`config.mk`:
```
export PLATFORM = sky130hd
export DESIGN_NAME = depth_packet_11bit_unpacker_unit
export DESIGN_NICKNAME = d
export VERILOG_FILES = /design/src/dp11u_pkg.sv /design/src/depth_packet_11bit_unpacker_unit.sv
export SDC_FILE = /design/constraint.sdc
export NUM_CORES = 1
export LEC_CHECK = 0
export ABC_AREA = 1
export BUFFER_PORTS_ARGS = -buffer_cell sky130_fd_sc_hd__buf_2
export CAP_MARGIN = 10
export CORE_ASPECT_RATIO = 1.25
export CORE_MARGIN = 4
export CORE_UTILIZATION = 54
export DETAILED_ROUTE_END_ITERATION = 10
export PLACE_DENSITY = 0.77
export SLEW_MARGIN = 0
export SYNTH_ARGS = -nofsm -noshare
export SYNTH_HDL_FRONTEND = slang
export SYNTH_SLANG_ARGS = --single-unit
```
`constraint.sdc`:
```
create_clock -name clk -period 3.4 [get_ports clk]
set_input_delay 0.34 -clock clk [delete_from_list [all_inputs] [get_ports clk]]
set_output_delay 0.34 -clock clk [all_outputs]
set_load 0.05 [all_outputs]
```
`src/dp11u_pkg.sv`:
```
// Package for the packed 11-bit depth unpacker.
// Holds the word types, register codes and fixed widths; depends on nothing.
package dp11u_pkg;

    // Fixed widths of the sample format and the frame counter.
    localparam int SAMPLE_BITS      = 11;
    localparam int ACC_BITS         = SAMPLE_BITS - 1;
    localparam int WIDE_BITS        = ACC_BITS + 8;
    localparam int HELD_BITS        = $clog2(SAMPLE_BITS);
    localparam int SUM_BITS         = $clog2(WIDE_BITS + 1);
    localparam int COUNT_BITS       = 20;
    localparam int FLAG_BYTE_POS    = 3;
    localparam int HEADER_BYTES_DEF = 12;

    // Reset values of the configuration registers.
    localparam logic [7:0]            START_FLAG_RST  = 8'h71;
    localparam logic [7:0]            MIDDLE_FLAG_RST = 8'h72;
    localparam logic [7:0]            END_FLAG_RST    = 8'h75;
    localparam logic [COUNT_BITS-1:0] PIXELS_RST      = 20'd307200;

    // Configuration register indexes.
    typedef logic [1:0] cfg_index_t;
    localparam cfg_index_t CFG_START_FLAG  = 2'd0;
    localparam cfg_index_t CFG_MIDDLE_FLAG = 2'd1;
    localparam cfg_index_t CFG_END_FLAG    = 2'd2;
    localparam cfg_index_t CFG_PIXELS      = 2'd3;

    typedef struct packed {
        logic [7:0] data_byte;
        logic       first_of_packet;
        logic       last_of_packet;
    } in_word_t;

    typedef struct packed {
        logic [SAMPLE_BITS-1:0] depth_sample;
        logic                   sample_valid;
        logic [COUNT_BITS-1:0]  pixel_index;
        logic                   frame_end;
        logic                   frame_short;
    } out_word_t;

endpackage

```
`src/depth_packet_11bit_unpacker_unit.sv`:
```
// Top level of the packed 11-bit depth unpacker: input register, unpack logic,
// result register and configuration registers. Depends on dp11u_pkg.
//
//   Port group   Direction  Handshake               Word
//   in_*         in         in_valid / in_stall     in_word_t (byte, packet marks)
//   out_*        out        out_valid / out_stall   out_word_t (sample, frame end)
//   cfg_*        in         cfg_valid / cfg_ready   index and 20-bit data
//
// One byte is taken per cycle. A byte accepted at an edge is unpacked while it
// sits in the input register, and its result, if any, enters the result register
// once the stage moves. The rate is set by the single unpack stage, which updates
// the bit accumulator and pixel count once per cycle. While the result register
// is full and stalled the stage holds, and in_stall rises once the input register
// is full too. Reset empties both registers and clears all unpack state.
module depth_packet_11bit_unpacker_unit #(
    parameter int HEADER_BYTES = dp11u_pkg::HEADER_BYTES_DEF
) (
    input  logic                                clk,
    input  logic                                rst_n,
    input  logic                                in_valid,
    output logic                                in_stall,
    input  dp11u_pkg::in_word_t                 in_data,
    output logic                                out_valid,
    input  logic                                out_stall,
    output dp11u_pkg::out_word_t                out_data,
    input  logic                                cfg_valid,
    output logic                                cfg_ready,
    input  dp11u_pkg::cfg_index_t               cfg_index,
    input  logic [dp11u_pkg::COUNT_BITS-1:0]    cfg_data
);
    import dp11u_pkg::*;

    localparam int HC_BITS = $clog2(HEADER_BYTES + 1);

    // Configuration registers.
    logic [7:0]            start_flag_reg;
    logic [7:0]            middle_flag_reg;
    logic [7:0]            end_flag_reg;
    logic [COUNT_BITS-1:0] pixels_reg;

    // Input register.
    logic     in_full_reg;
    in_word_t in_word_reg;

    // Unpack state.
    logic [HC_BITS-1:0]    header_count_reg, header_count_next;
    logic [7:0]            packet_flag_reg, packet_flag_next;
    logic [ACC_BITS-1:0]   acc_reg, acc_next;
    logic [HELD_BITS-1:0]  held_reg, held_next;
    logic [COUNT_BITS-1:0] pixel_count_reg, pixel_count_next;

    // Result register.
    logic      out_full_reg;
    out_word_t out_word_reg, out_word_next;
    logic      result_next;

    logic advance;

    // The stage moves whenever the result register is empty or being taken.
    assign advance   = !out_full_reg || !out_stall;
    assign in_stall  = in_full_reg && !advance;
    assign cfg_ready = 1'b1;
    assign out_valid = out_full_reg;
    assign out_data  = out_word_reg;

    // Configuration writes.
    always_ff @(posedge clk or negedge rst_n)
    begin
        if (!rst_n)
        begin
            start_flag_reg  <= START_FLAG_RST;
            middle_flag_reg <= MIDDLE_FLAG_RST;
            end_flag_reg    <= END_FLAG_RST;
            pixels_reg      <= PIXELS_RST;
        end
        else if (cfg_valid)
        begin
            case (cfg_index)
                CFG_START_FLAG:  start_flag_reg  <= cfg_data[7:0];
                CFG_MIDDLE_FLAG: middle_flag_reg <= cfg_data[7:0];
                CFG_END_FLAG:    end_flag_reg    <= cfg_data[7:0];
                CFG_PIXELS:      pixels_reg      <= cfg_data;
                default:         pixels_reg      <= pixels_reg;
            endcase
        end
    end

    // Input register: loads a new word whenever it is empty or moving on.
    always_ff @(posedge clk or negedge rst_n)
    begin
        if (!rst_n)
        begin
            in_full_reg <= 1'b0;
        end
        else if (!in_stall)
        begin
            in_full_reg <= in_valid;
        end
    end

    always_ff @(posedge clk)
    begin
        if (!in_stall && in_valid)
        begin
            in_word_reg <= in_data;
        end
    end

    // Header tracking and MSB-first unpacking of one byte.
    always_comb
    begin
        logic [HC_BITS-1:0]   hc;
        logic                 known;
        logic [WIDE_BITS-1:0] wide;
        logic [SUM_BITS-1:0]  sum;
        logic [2:0]           rest;
        logic [SAMPLE_BITS-1:0] sample;
        logic                 sample_ok;
        logic                 fend;

        header_count_next = header_count_reg;
        packet_flag_next  = packet_flag_reg;
        acc_next          = acc_reg;
        held_next         = held_reg;
        pixel_count_next  = pixel_count_reg;
        sample_ok         = 1'b0;
        sample            = '0;
        wide              = {acc_reg, in_word_reg.data_byte};
        sum               = SUM_BITS'(held_reg) + SUM_BITS'(8);
        rest              = 3'(sum - SUM_BITS'(SAMPLE_BITS));
        known             = (packet_flag_reg == start_flag_reg)
                            || (packet_flag_reg == middle_flag_reg)
                            || (packet_flag_reg == end_flag_reg);

        hc = in_word_reg.first_of_packet ? '0 : header_count_reg;
        header_count_next = hc;

        if (hc < HC_BITS'(HEADER_BYTES))
        begin
            // Header byte; byte three carries the packet flag.
            if (hc == HC_BITS'(FLAG_BYTE_POS))
            begin
                packet_flag_next = in_word_reg.data_byte;
                if (in_word_reg.data_byte == start_flag_reg)
                begin
                    acc_next         = '0;
                    held_next        = '0;
                    pixel_count_next = '0;
                end
            end
            header_count_next = hc + HC_BITS'(1);
        end
        else if (known)
        begin
            // Payload byte of a frame packet.
            acc_next = wide[ACC_BITS-1:0];
            if (sum >= SUM_BITS'(SAMPLE_BITS))
            begin
                held_next = HELD_BITS'(rest);
                if (pixel_count_reg < pixels_reg)
                begin
                    sample_ok        = 1'b1;
                    sample           = SAMPLE_BITS'(wide >> rest);
                    pixel_count_next = pixel_count_reg + COUNT_BITS'(1);
                end
            end
            else
            begin
                held_next = HELD_BITS'(sum);
            end
        end

        fend = in_word_reg.last_of_packet
               && (header_count_next > HC_BITS'(FLAG_BYTE_POS))
               && (packet_flag_next == end_flag_reg);

        out_word_next.depth_sample = sample;
        out_word_next.sample_valid = sample_ok;
        out_word_next.pixel_index  = sample_ok ? pixel_count_reg : '0;
        out_word_next.frame_end    = fend;
        out_word_next.frame_short  = fend && (pixel_count_next < pixels_reg);
        result_next                = sample_ok || fend;
    end

    // Unpack state and result register.
    always_ff @(posedge clk or negedge rst_n)
    begin
        if (!rst_n)
        begin
            header_count_reg <= '0;
            packet_flag_reg  <= '0;
            acc_reg          <= '0;
            held_reg         <= '0;
            pixel_count_reg  <= '0;
            out_full_reg     <= 1'b0;
        end
        else if (advance)
        begin
            out_full_reg <= in_full_reg && result_next;
            if (in_full_reg)
            begin
                header_count_reg <= header_count_next;
                packet_flag_reg  <= packet_flag_next;
                acc_reg          <= acc_next;
                held_reg         <= held_next;
                pixel_count_reg  <= pixel_count_next;
            end
        end
    end

    always_ff @(posedge clk)
    begin
        if (advance && in_full_reg && result_next)
        begin
            out_word_reg <= out_word_next;
        end
    end

endmodule

```
==> run metrics <==
outcome finished clean; Multi-input gate area 0.003691 mm^2; vias per cell 5.438; total area of sequential cells 0.003647 mm^2; Setup Crit Path Kind flip-flop to flip-flop; sw power 1.381 mW; post-route ant nets 0; Yosys top cell by area dfrtp_1; WL final 19750 um; max-slew violations 0; Vias 6754; Comb power frac 19.3%; Tcrit/Tclk final 95.61%; Cells after Synth 953; async set-reset flop share out of synthesis 67.65%; Core Region 0.01393 mm^2; Critical Path Start Type flip-flop; Slew @ Worst Pin 0.6183 ns; routability cong. 0.9686; drt drc 0; Cells after DPL 1201; VDD IR max 283.0 uV; Max Buffers Root-to-Sink 2; 1st-iter DRT viols 524; Arr. time, crit path 3.42 ns; sequential area share after synthesis 47.01%; CP Data Required Time 3.57 ns; die width 115.2 um; H-tree depth reported by CTS 4; clock network fraction of design power 36.2%; Final Hold Fails 0; clk sinks 136; Top Ports 74; die area 0.01635 mm^2; unique cell type count in the Yosys netlist 47; Fill cells 1164; reg2reg path depth 20; largest net degree at the start of global routing 41; RSZ-0062 raised after global routing true; synth cell count leaders nand2_1, inv_1, o21ai_0; PortBufs 72; worst relative slew slack 58.67%; Netlist Area Pre-Place 0.007754 mm^2; worst hold-check path type input pin to flip-flop; die height 142.0 um; Mean Syn Cell Area 8.136 um^2; initial antenna violation count 0; CTS root buf clkbuf_16; Core Rows 48; Post-synth EDFFs 44; Reg clk slew, reported paths 0.06 ns; Tmin final 3.251 ns; Seq cells post-synth 136; CP Capture Type flip-flop; Hold Path Depth 1; number of global-route vias before repair 6387; total gr overflow 0; maxcap violations 0; count leader, synth nand2_1; fmax 0.3076 GHz; Critical Path Fanout Max 4; worst-skew pair later-pin latency 0.42 ns; Leak 4.261 nW; Worst Clk Skew 0.009322 ns; layout net count 1132; warning count from the yosys run 0; CTS tree done; syn_nets 1031; max reg flops 34; internal power 3.130 mW; Layout area overhead 19.09%; Pwr Density 488.5 mW/mm^2; Hold WS 0.08655 ns; WL/cell 15.90 um; layout cell share with drive strength beyond 1 22.40%; DP HPWL 14360 um; first-pass GRT wire length 31080 um; Synth top area share 24.21%; sequential power share 44.5%; CTS Buf Count 17; final setup violation count 0; Top FF cell, synth dfrtp_1; Starting Density 55.65%; dominant cells by area after synthesis dfrtp_1, edfxtp_1, nand2_1; drt first pass iters 5; Overall Global Routing Usage 24.31%; ANT cells 0; sw frac 30.61%; Finished Layout Cells 1242
per-stage QoR:
stage                     util [%]  setup TNS (ns)  setup slack (ns)  instance area, um^2  power [mW]
after floorplan                  -               0            0.2744                 7756       2.562
after global placement       60.61               0           0.06512                 8444       2.798
after detailed placement     60.61        -0.01260          -0.01260                 8444       2.828
after CTS                    64.61               0           0.01777                 9002       4.466
after global routing         66.27         -0.1059           -0.1059                 9234       4.733
final                        66.27               0            0.1493                 9234       4.511
layout by cell type, fill, tap and decap left out, types with 33 or more instances in the layout:
master    instances
a21oi_1          36
ha_1             33
o21ai_0          89
buf_2            71
inv_1           110
buf_4            37
dfrtp_1          73
edfxtp_1         44
nand2_1         235
nor2_1           66
logic make-up after synthesis:
kind of cell / count (synthesis) / share of synthesized area [%]
mux: 3 / 0.3873
simple gates: 394 / 21.64
buf+inv: 159 / 8.004
xor+xnor: 22 / 2.485
compound gates: 197 / 13.81
other cells: 1 / 0.04836
flops: 136 / 47.01
fa+ha+maj: 41 / 6.616
critical path, cell delays in order (launching register included):
cell and delay, ns:
dfstp_2 0.53, inv_2 0.05, ha_4 0.25, nand2_4 0.07, inv_2 0.04, nand2_2 0.05, a21boi_2 0.06, nor2_2 0.14
nand3_4 0.15, buf_4 0.19, nor3_4 0.22, nand2_1 0.11, nand3_1 0.09, o21ai_1 0.10, ha_1 0.30, nand2_1 0.08
o21a_1 0.20, o211ai_1 0.15, nand3_1 0.09, nand3_1 0.10, a21oi_2 0.03
cell type report:
type / count / share of cell area (%)
Clock buffer: 20 / 4.729
Timing Repair Buffer: 110 / 7.182
Tap cell: 175 / 2.371
Multi-Input combinational cell: 658 / 39.97
Inverter: 131 / 5.379
Sequential cell: 136 / 39.50
Clock inverter: 12 / 0.8672
layer usage:
layer	wire length (um)	track usage, %
met1	7997	29.55
met5	0	0
met4	695	10.94
met3	1075	3.786
met2	9980	42.35
timing repair:
action | CTS | global route
hold buffers | 1 | 0
buffers inserted | 2 | 6
resized for setup | 5 | 50
pin swaps | 6 | 27
hold endpoints to repair | 26 | 0
endpoints found under the setup margin | 1 | 1
final timing paths:
check                          startpoint  slack [ns]             endpoint
max                        pixels_reg[15]        0.15          out_data[0]
min                            in_data[6]        0.09       in_word_reg[6]
max reg2reg                pixels_reg[15]        0.15          out_data[0]
min reg2reg                 pixels_reg[1]        0.49        pixels_reg[1]
max in group asynchronous           rst_n        2.17    start_flag_reg[5]
min in group asynchronous           rst_n        0.41  pixel_count_reg[13]
power by group through the flow:
stage               clock [mW]  combinational [mW]  sequential, mW
floorplan                    0               0.569            1.99
global placement             0               0.778            2.02
detailed placement           0               0.802            2.03
CTS                       1.65               0.816            2.00
global route              1.72               0.994            2.02
finish                    1.63               0.871            2.01
Note: power is estimated with default switching activity, not from simulation.
